--- src/hdl/mau_pkg.sv ---
// ---------------------------------------------------------------------------
// Modular arithmetic unit package
// Shared types and fixed constants for the modular arithmetic unit.
// ---------------------------------------------------------------------------
package mau_pkg;

   localparam int OPERAND_WIDTH = 64;
   localparam int CNT_WIDTH     = $clog2(OPERAND_WIDTH);

   localparam logic [63:0] RESET_MODULUS = 64'd998244353;

   typedef enum logic [2:0] {
      OP_ADD = 3'd0,
      OP_SUB = 3'd1,
      OP_MUL = 3'd2,
      OP_DIV = 3'd3,
      OP_POW = 3'd4
   } op_type;

   typedef enum logic [2:0] {
      ST_IDLE,
      ST_RED_A,
      ST_FIX_A,
      ST_RED_B,
      ST_FIX_B,
      ST_POW_CHK,
      ST_MUL,
      ST_FINISH
   } state_type;

   typedef enum logic [1:0] {
      MRET_RES,
      MRET_BASE,
      MRET_FINAL
   } mret_type;

endpackage

--- src/hdl/modular_arithmetic_unit.sv ---
// ---------------------------------------------------------------------------
// Modular arithmetic unit
// Add, subtract, multiply, Fermat-inverse divide and power modulo a
// configurable modulus, one transaction at a time.
// ---------------------------------------------------------------------------
// Each transaction runs through a single modular double-and-add unit, one bit
// per cycle. Both 64-bit operands are reduced bit-serially: the request is
// accepted, operand A is reduced and sign-fixed, then operand B, and the
// result is handed over once the output register is free. A multiply adds a
// bit-serial pass over the modulus bits. Power adds a final check plus, for
// each exponent bit up to the highest set one, a check and a squaring of the
// base, plus a multiply into the result where the bit is set; divide does the
// same over the bits of modulus-2 and ends with one more multiply. A modulus below two
// skips all of this. The request side stalls until the transaction has
// finished; the result sits in an output register, so a held result does not
// block the next request being accepted. The modulus register may only be
// written while no transaction is in flight.
// ---------------------------------------------------------------------------
module modular_arithmetic_unit #(
   parameter int MOD_WIDTH = 31,
   parameter int EXP_WIDTH = 64
) (
   input  logic                               clock,
   input  logic                               reset,
   input  logic                               csr_we,
   input  logic [MOD_WIDTH-1:0]               csr_wdata,
   input  logic                               req_valid,
   output logic                               req_stall,
   input  logic [2:0]                         req_op,
   input  logic [mau_pkg::OPERAND_WIDTH-1:0]  req_operand_a,
   input  logic [mau_pkg::OPERAND_WIDTH-1:0]  req_operand_b,
   input  logic [mau_pkg::OPERAND_WIDTH-1:0]  req_exponent,
   output logic                               rsp_valid,
   input  logic                               rsp_stall,
   output logic [MOD_WIDTH-1:0]               rsp_result,
   output logic                               rsp_operands_equal
);

   import mau_pkg::*;

   logic [MOD_WIDTH-1:0] modulus_ff;

   always_ff @(posedge clock) begin
      if (reset) begin
         modulus_ff <= MOD_WIDTH'(RESET_MODULUS);
      end else if (csr_we) begin
         modulus_ff <= csr_wdata;
      end
   end

   mau_seq #(
      .MOD_WIDTH(MOD_WIDTH),
      .EXP_WIDTH(EXP_WIDTH)
   ) u_seq (
      .clock             (clock),
      .reset             (reset),
      .modulus           (modulus_ff),
      .req_valid         (req_valid),
      .req_stall         (req_stall),
      .req_op            (req_op),
      .req_operand_a     (req_operand_a),
      .req_operand_b     (req_operand_b),
      .req_exponent      (req_exponent),
      .rsp_valid         (rsp_valid),
      .rsp_stall         (rsp_stall),
      .rsp_result        (rsp_result),
      .rsp_operands_equal(rsp_operands_equal)
   );

endmodule

--- src/hdl/mau_modstep.sv ---
// ---------------------------------------------------------------------------
// Modular double-and-add step
// Returns (2*acc + addend) mod m for acc, addend below m.
// ---------------------------------------------------------------------------
module mau_modstep #(
   parameter int MOD_WIDTH = 31
) (
   input  logic [MOD_WIDTH-1:0] acc,
   input  logic [MOD_WIDTH-1:0] addend,
   input  logic [MOD_WIDTH-1:0] modulus,
   output logic [MOD_WIDTH-1:0] step_out
);

   logic [MOD_WIDTH+1:0] sum;
   logic [MOD_WIDTH+1:0] m1;
   logic [MOD_WIDTH+1:0] m2;

   always_comb begin
      sum = {1'b0, acc, 1'b0} + {2'b00, addend};
      m1  = {2'b00, modulus};
      m2  = {1'b0, modulus, 1'b0};
      if (sum >= m2) begin
         step_out = MOD_WIDTH'(sum - m2);
      end else if (sum >= m1) begin
         step_out = MOD_WIDTH'(sum - m1);
      end else begin
         step_out = MOD_WIDTH'(sum);
      end
   end

endmodule

--- src/hdl/mau_seq.sv ---
// ---------------------------------------------------------------------------
// Modular arithmetic sequencer
// Operand reduction and square-and-multiply, both driven through one shared
// modular step unit, plus the result register.
// ---------------------------------------------------------------------------
module mau_seq #(
   parameter int MOD_WIDTH = 31,
   parameter int EXP_WIDTH = 64
) (
   input  logic                               clock,
   input  logic                               reset,
   input  logic [MOD_WIDTH-1:0]               modulus,
   input  logic                               req_valid,
   output logic                               req_stall,
   input  logic [2:0]                         req_op,
   input  logic [mau_pkg::OPERAND_WIDTH-1:0]  req_operand_a,
   input  logic [mau_pkg::OPERAND_WIDTH-1:0]  req_operand_b,
   input  logic [mau_pkg::OPERAND_WIDTH-1:0]  req_exponent,
   output logic                               rsp_valid,
   input  logic                               rsp_stall,
   output logic [MOD_WIDTH-1:0]               rsp_result,
   output logic                               rsp_operands_equal
);

   import mau_pkg::*;

   localparam int W    = MOD_WIDTH;
   localparam int OPW  = OPERAND_WIDTH;
   localparam int PE_W = (EXP_WIDTH > MOD_WIDTH) ? EXP_WIDTH : MOD_WIDTH;

   state_type            state_ff, state_in;
   op_type               op_ff, op_in;
   mret_type             mret_ff, mret_in;
   logic [OPW-1:0]       mag_a_ff, mag_a_in;
   logic [OPW-1:0]       mag_b_ff, mag_b_in;
   logic                 neg_a_ff, neg_a_in;
   logic                 neg_b_ff, neg_b_in;
   logic [CNT_WIDTH-1:0] cnt_ff, cnt_in;
   logic [W-1:0]         acc_ff, acc_in;
   logic [W-1:0]         a_ff, a_in;
   logic [W-1:0]         b_ff, b_in;
   logic [W-1:0]         mx_ff, mx_in;
   logic [W-1:0]         my_ff, my_in;
   logic [W-1:0]         base_ff, base_in;
   logic [W-1:0]         res_ff, res_in;
   logic [PE_W-1:0]      pexp_ff, pexp_in;
   logic                 rsp_valid_ff, rsp_valid_in;
   logic [W-1:0]         rsp_result_ff, rsp_result_in;
   logic                 rsp_equal_ff, rsp_equal_in;

   logic [W-1:0]         step_addend;
   logic [W-1:0]         step_out;
   logic [W-1:0]         fix_val;
   logic [W:0]           add_sum;
   logic [W:0]           sub_diff;
   logic [W-1:0]         add_res;
   logic [W-1:0]         sub_res;
   logic [W-1:0]         fin_res;
   logic                 accept;
   logic                 trivial;

   mau_modstep #(
      .MOD_WIDTH(W)
   ) u_step (
      .acc     (acc_ff),
      .addend  (step_addend),
      .modulus (modulus),
      .step_out(step_out)
   );

   assign req_stall          = (state_ff != ST_IDLE);
   assign accept             = req_valid && !req_stall;
   assign rsp_valid          = rsp_valid_ff;
   assign rsp_result         = rsp_result_ff;
   assign rsp_operands_equal = rsp_equal_ff;
   assign trivial            = (modulus <= W'(1));

   always_comb begin
      case (state_ff)
         ST_RED_A: step_addend = W'(mag_a_ff[OPW-1]);
         ST_RED_B: step_addend = W'(mag_b_ff[OPW-1]);
         default:  step_addend = my_ff[W-1] ? mx_ff : '0;
      endcase
   end

   // negative operands map to m - r unless the remainder is zero
   always_comb begin
      if (((state_ff == ST_FIX_A) ? neg_a_ff : neg_b_ff) && (acc_ff != '0)) begin
         fix_val = modulus - acc_ff;
      end else begin
         fix_val = acc_ff;
      end
   end

   always_comb begin
      add_sum  = {1'b0, a_ff} + {1'b0, b_ff};
      sub_diff = {1'b0, a_ff} - {1'b0, b_ff};
      add_res  = (add_sum >= {1'b0, modulus}) ? W'(add_sum - {1'b0, modulus})
                                              : W'(add_sum);
      sub_res  = sub_diff[W] ? W'(sub_diff + {1'b0, modulus}) : W'(sub_diff);
      if (trivial) begin
         fin_res = '0;
      end else begin
         unique case (op_ff) inside
            OP_ADD:                 fin_res = add_res;
            OP_SUB:                 fin_res = sub_res;
            OP_MUL, OP_DIV, OP_POW: fin_res = res_ff;
            default:                fin_res = '0;
         endcase
      end
   end

   always_comb begin
      state_in      = state_ff;
      op_in         = op_ff;
      mret_in       = mret_ff;
      mag_a_in      = mag_a_ff;
      mag_b_in      = mag_b_ff;
      neg_a_in      = neg_a_ff;
      neg_b_in      = neg_b_ff;
      cnt_in        = cnt_ff;
      acc_in        = acc_ff;
      a_in          = a_ff;
      b_in          = b_ff;
      mx_in         = mx_ff;
      my_in         = my_ff;
      base_in       = base_ff;
      res_in        = res_ff;
      pexp_in       = pexp_ff;
      rsp_valid_in  = rsp_valid_ff && rsp_stall;
      rsp_result_in = rsp_result_ff;
      rsp_equal_in  = rsp_equal_ff;

      unique case (state_ff)
         ST_IDLE: begin
            if (accept) begin
               op_in    = op_type'(req_op);
               neg_a_in = req_operand_a[OPW-1];
               neg_b_in = req_operand_b[OPW-1];
               mag_a_in = req_operand_a[OPW-1] ? (~req_operand_a + OPW'(1)) : req_operand_a;
               mag_b_in = req_operand_b[OPW-1] ? (~req_operand_b + OPW'(1)) : req_operand_b;
               pexp_in  = PE_W'(req_exponent[EXP_WIDTH-1:0]);
               acc_in   = '0;
               cnt_in   = CNT_WIDTH'(OPW - 1);
               state_in = trivial ? ST_FINISH : ST_RED_A;
            end
         end
         ST_RED_A: begin
            acc_in   = step_out;
            mag_a_in = mag_a_ff << 1;
            cnt_in   = cnt_ff - CNT_WIDTH'(1);
            if (cnt_ff == '0) begin
               state_in = ST_FIX_A;
            end
         end
         ST_FIX_A: begin
            a_in     = fix_val;
            acc_in   = '0;
            cnt_in   = CNT_WIDTH'(OPW - 1);
            state_in = ST_RED_B;
         end
         ST_RED_B: begin
            acc_in   = step_out;
            mag_b_in = mag_b_ff << 1;
            cnt_in   = cnt_ff - CNT_WIDTH'(1);
            if (cnt_ff == '0) begin
               state_in = ST_FIX_B;
            end
         end
         ST_FIX_B: begin
            b_in   = fix_val;
            acc_in = '0;
            cnt_in = CNT_WIDTH'(W - 1);
            unique case (op_ff)
               OP_MUL: begin
                  mx_in    = a_ff;
                  my_in    = fix_val;
                  mret_in  = MRET_FINAL;
                  state_in = ST_MUL;
               end
               OP_DIV: begin
                  if (acc_ff == '0) begin
                     res_in   = '0;
                     state_in = ST_FINISH;
                  end else begin
                     base_in  = fix_val;
                     pexp_in  = PE_W'(modulus) - PE_W'(2);
                     res_in   = W'(1);
                     state_in = ST_POW_CHK;
                  end
               end
               OP_POW: begin
                  res_in = W'(1);
                  if (pexp_ff[EXP_WIDTH-1] || (pexp_ff == '0)) begin
                     state_in = ST_FINISH;
                  end else begin
                     base_in  = a_ff;
                     state_in = ST_POW_CHK;
                  end
               end
               default: begin
                  state_in = ST_FINISH;
               end
            endcase
         end
         ST_POW_CHK: begin
            acc_in = '0;
            cnt_in = CNT_WIDTH'(W - 1);
            if (pexp_ff == '0) begin
               if (op_ff == OP_DIV) begin
                  mx_in    = a_ff;
                  my_in    = res_ff;
                  mret_in  = MRET_FINAL;
                  state_in = ST_MUL;
               end else begin
                  state_in = ST_FINISH;
               end
            end else if (pexp_ff[0]) begin
               mx_in    = res_ff;
               my_in    = base_ff;
               mret_in  = MRET_RES;
               state_in = ST_MUL;
            end else begin
               mx_in    = base_ff;
               my_in    = base_ff;
               mret_in  = MRET_BASE;
               state_in = ST_MUL;
            end
         end
         ST_MUL: begin
            acc_in = step_out;
            my_in  = my_ff << 1;
            cnt_in = cnt_ff - CNT_WIDTH'(1);
            if (cnt_ff == '0) begin
               unique case (mret_ff)
                  MRET_RES: begin
                     res_in  = step_out;
                     mx_in   = base_ff;
                     my_in   = base_ff;
                     acc_in  = '0;
                     cnt_in  = CNT_WIDTH'(W - 1);
                     mret_in = MRET_BASE;
                  end
                  MRET_BASE: begin
                     base_in  = step_out;
                     pexp_in  = pexp_ff >> 1;
                     state_in = ST_POW_CHK;
                  end
                  default: begin
                     res_in   = step_out;
                     state_in = ST_FINISH;
                  end
               endcase
            end
         end
         ST_FINISH: begin
            if (!rsp_valid_ff || !rsp_stall) begin
               rsp_valid_in  = 1'b1;
               rsp_result_in = fin_res;
               rsp_equal_in  = trivial || (a_ff == b_ff);
               state_in      = ST_IDLE;
            end
         end
         default: begin
            state_in = ST_IDLE;
         end
      endcase
   end

   always_ff @(posedge clock) begin
      if (reset) begin
         state_ff     <= ST_IDLE;
         rsp_valid_ff <= 1'b0;
      end else begin
         state_ff     <= state_in;
         rsp_valid_ff <= rsp_valid_in;
      end
      op_ff         <= op_in;
      mret_ff       <= mret_in;
      mag_a_ff      <= mag_a_in;
      mag_b_ff      <= mag_b_in;
      neg_a_ff      <= neg_a_in;
      neg_b_ff      <= neg_b_in;
      cnt_ff        <= cnt_in;
      acc_ff        <= acc_in;
      a_ff          <= a_in;
      b_ff          <= b_in;
      mx_ff         <= mx_in;
      my_ff         <= my_in;
      base_ff       <= base_in;
      res_ff        <= res_in;
      pexp_ff       <= pexp_in;
      rsp_result_ff <= rsp_result_in;
      rsp_equal_ff  <= rsp_equal_in;
   end

endmodule
--- config.mk ---
export PLATFORM = sky130hd
export DESIGN_NAME = modular_arithmetic_unit
export DESIGN_NICKNAME = d
export VERILOG_FILES = /design/src/hdl/mau_pkg.sv /design/src/hdl/modular_arithmetic_unit.sv /design/src/hdl/mau_modstep.sv /design/src/hdl/mau_seq.sv
export SDC_FILE = /design/constraint.sdc
export NUM_CORES = 2
export LEC_CHECK = 0
export BUFFER_PORTS_ARGS = -buffer_cell sky130_fd_sc_hd__buf_4
export CAP_MARGIN = 20
export CORE_MARGIN = 2
export CORE_UTILIZATION = 45
export DETAILED_ROUTE_END_ITERATION = 16
export GPL_TIMING_DRIVEN = 0
export PLACE_DENSITY = 0.66
export SLEW_MARGIN = 20
export SYNTH_ARGS = -nofsm -noshare
export SYNTH_HDL_FRONTEND = slang
export SYNTH_SLANG_ARGS = --single-unit
--- constraint.sdc ---
create_clock -name clock -period 6 [get_ports clock]
set_input_delay 0.6 -clock clock [delete_from_list [all_inputs] [get_ports clock]]
set_output_delay 0.6 -clock clock [all_outputs]
set_load 0.005 [all_outputs]
==> metrics.txt <==
Place WS -2.38 ns; largest net degree at the start of global routing 58; Placeable Area between 80000 and 90000 um2; FF+latch count, synth 489; worst-margin pin slew between 1 and 1.5 ns; Clk pin slew, worst setup/hold paths about 0.06 ns; root buf cell clkbuf_16; outcome completed; area growth from synthesis to layout 18.9%; Final WS setup ~0.040 ns; Clock Sinks 489; Data arrival, critical path around 6.4 ns; ranking of synthesized cells by area edfxtp_1 (35%), ha_1 (8.0%), o21ai_0 (4.6%); Hold WC Path Type in2reg; CP required ~6.4 ns; top-level I/O count 265; DRT antenna net count 0; crit share post-route 0.993; CP max-delay cell or4_4; Die W 299 um; async set-reset flop share out of synthesis 0; H-tree levels 2; cell chain of the critical path nand2b_4, buf_2, and3_1, ha_4, nand3_2, or2_1, o32ai_4, buf_6, a21oi_2, or4_4, nand2_2, xor2_4, ha_2, nand3_1, nor2_1, and4_1, a221o_1, nand2_1, o211ai_1, nor2_4, clkbuf_16, o211ai_1, a31o_2; gr usage total 0.336; CTS tree yes; max cap viols 0; Mapped Nets between 4000 and 5000; mapped cell area between 30000 and 40000 um2; Crit. End Element flip-flop; Crit path largest cell delay around 0.58 ns; DR vias/cell about 6.3; GP Congestion approximately 1.1; Synth area leader edfxtp_1; antenna violations before repair 9; final hold violations 0; Post-layout nets 5272; Die Ht approximately 300 um; hold depth 1; CTS max path bufs 3; Period minus WS final about 6 ns; synth warn 0; DR iter-0 viols 4739; Netlist cell types 91; Post-synth EDFFs ~450; reg2reg path depth 23; fin util 0.538; final count of negative-setup-slack endpoints 0; post-synthesis instance total around 4400; worst-skew pair later-pin latency 0.67 ns; Starting Density 0.452; Std-Cell Rows approximately 110; Most common cell on crit path o211ai_1; Power Density ~400 nW/um2; Avg WL per Cell around 26 um; Post-Syn Area per Cell 8.90 um2; total gr overflow 0; Worst setup SP type flip-flop; met3 usage 0.0579; register area share after synthesis 0.366; Detail Placement HPWL 125 mm; hold_buf cts 0; vias in the first global route 35511; Slew headroom 0.241; Primary FF master, synth edfxtp_1; first-pass GRT wire length between 200 and 250 mm; die footprint roughly 90000 um2; drt drc 0; GR peak layer met2; RSZ-0062 raised after global routing yes; met2 global-route usage 0.537; fraction of layout cells with a size suffix above 1 0.143; Setup Skew approximately 0.028 ns; # port buffers 262; CTS buffer count 57; Slew Limit Fails 0; M1 GR Usage 0.431; Max FO, Critical Path 10; top cell type's share of synthesized area 0.348; Vias ~38000; Max IR drop VDD roughly 0.30 mV; Initial DRT Pass Iterations 10; Commonest cells post-synth edfxtp_1 (454), nand2_1 (453), o21ai_0 (362), nor2_1 (322), a21oi_1 (298); fmax about 0.17 GHz; final WL 157 mm; dominant cell by count in the synthesized netlist edfxtp_1; P_leak roughly 18 nW; type of the worst setup path reg2reg
==> critical path: cells and delay by family, from the launching register on <==
family	cells	cell delay [ns]
and+or+nand+nor	11	2.39
AOI/OAI and AO/OA	6	1.49
adders and majority gates	2	0.63
buffers and inverters	3	0.59
DFF	1	0.38
xor gates and xnor gates	1	0.19
==> flip-flops by register name, summed over array words and instances, names as in the netlist, 2 cells and up <==
register and count:
modulus_ff 31, u_seq.a_ff 31, u_seq.acc_ff 31, u_seq.b_ff 31, u_seq.base_ff 31, u_seq.cnt_ff 6, u_seq.mag_a_ff 64, u_seq.mag_b_ff 64
u_seq.mret_ff 2, u_seq.mx_ff 31, u_seq.my_ff 31, u_seq.op_ff 3, u_seq.pexp_ff 64, u_seq.res_ff 31, u_seq.rsp_result 31, u_seq.state_ff 3
==> placed cells by master (no fill, tap or decap), drive strengths merged, types with 14 or more instances in the layout <==
cell	synthesis	layout
a211oi	55	55
a21boi	14	14
a21o	86	86
a21oi	298	298
a221o	35	35
a221oi	18	18
a222oi	44	44
a31oi	62	62
and2	26	26
and3	74	74
buf	30	370
clkbuf	186	253
clkinv	2	15
dfxtp	35	35
edfxtp	454	454
ha	250	250
inv	227	231
mux2	20	20
mux2i	88	88
nand2	453	453
nand2b	42	43
nand3	83	83
nand4	46	46
nor2	323	323
nor2b	35	35
nor3	94	94
nor4	60	60
o211ai	40	40
o21a	44	44
o21ai	387	387
o21bai	30	30
o22ai	19	19
o31a	16	16
o31ai	75	75
o41ai	21	21
or2	28	28
or3	43	43
or4	29	29
xnor2	167	167
xor2	163	163
==> worst paths after layout <==
path | startpoint | to | slack (ns)
setup / recovery | u_seq.state_ff[2]$_SDFFE_PP0P_ | u_seq.base_ff[4]$_DFFE_PP_ | 0.04
hold reg to reg | u_seq.mag_b_ff[38]$_DFFE_PP_ | u_seq.mag_b_ff[39]$_DFFE_PP_ | 0.51
hold / removal | req_op[2] | u_seq.op_ff[2]$_DFFE_PP_ | 0.13
setup reg to reg | u_seq.state_ff[2]$_SDFFE_PP0P_ | u_seq.base_ff[4]$_DFFE_PP_ | 0.04
==> per-stage QoR <==
step / cell area (um2) / hold slack (ns) / cells / power (mW) / setup TNS (ns)
final: 46500 / 0.127 / 5987 / 18.4 / 0
after global routing: 46500 / 0.113 / 5987 / 19.3 / -0.383
after CTS: 45700 / 0.116 / 5965 / 17.6 / 0
after detailed placement: 42900 / 0.507 / 5830 / 13.1 / -215.38
after global placement: 42500 / 0.501 / 5813 / 13.1 / -520.99
after floorplan: 39100 / 0.491 / 4396 / 10.5 / 0
==> power by group <==
part | total (mW) | internal, mW | switching [mW] | leakage (nW)
logic | 10.0 | 3.96 | 6.04 | 12.4
registers | 4.66 | 4.27 | 0.386 | 4.64
clock network | 3.78 | 2.19 | 1.59 | 0.974
total | 18.4 | 10.4 | 8.02 | 18.0
==> layout make-up <==
type | count | area (um2)
Clock inverter | 26 | 364
Sequential cell | 489 | 14300
Inverter | 229 | 860
Antenna cell | 2 | 5.00
Multi-Input combinational cell | 3463 | 24200
Timing Repair Buffer | 336 | 2690
Fill cell | 8013 | 40000
Clock buffer | 80 | 1650
Tap cell | 1155 | 1450
Buffer | 207 | 946
==> routing by layer <==
layer | vias up | wire (um)
li1 | 17291 | -
met4 | 6 | 10000
met2 | 1876 | 71200
met3 | 405 | 13600
met5 | - | 45
met1 | 17977 | 62200
==> repair_timing <==
| item | in CTS | in global routing |
|---|---|---|
| gates cloned | 0 | 3 |
| buffers inserted | 34 | 21 |
| endpoints found under the setup margin | 124 | 124 |
| pin swaps | 26 | 45 |
| gates resized for setup | 123 | 120 |
==> kinds of logic (layout without fill, tap and decap cells) <==
kind of cell | count (synthesis) | in the layout | synth area share
adder cells (fa/ha/maj) | 258 | 258 | 0.0840
XOR/XNOR | 330 | 330 | 0.0739
multiplexers | 108 | 108 | 0.0283
flip-flops | 489 | 489 | 0.366
other | 0 | 2 | 0
AND/OR/NAND/NOR | 1371 | 1372 | 0.170
buffers and inverters | 445 | 878 | 0.0434
AO/OA/AOI/OAI | 1395 | 1395 | 0.234
Power figures use the tool's default switching activity.
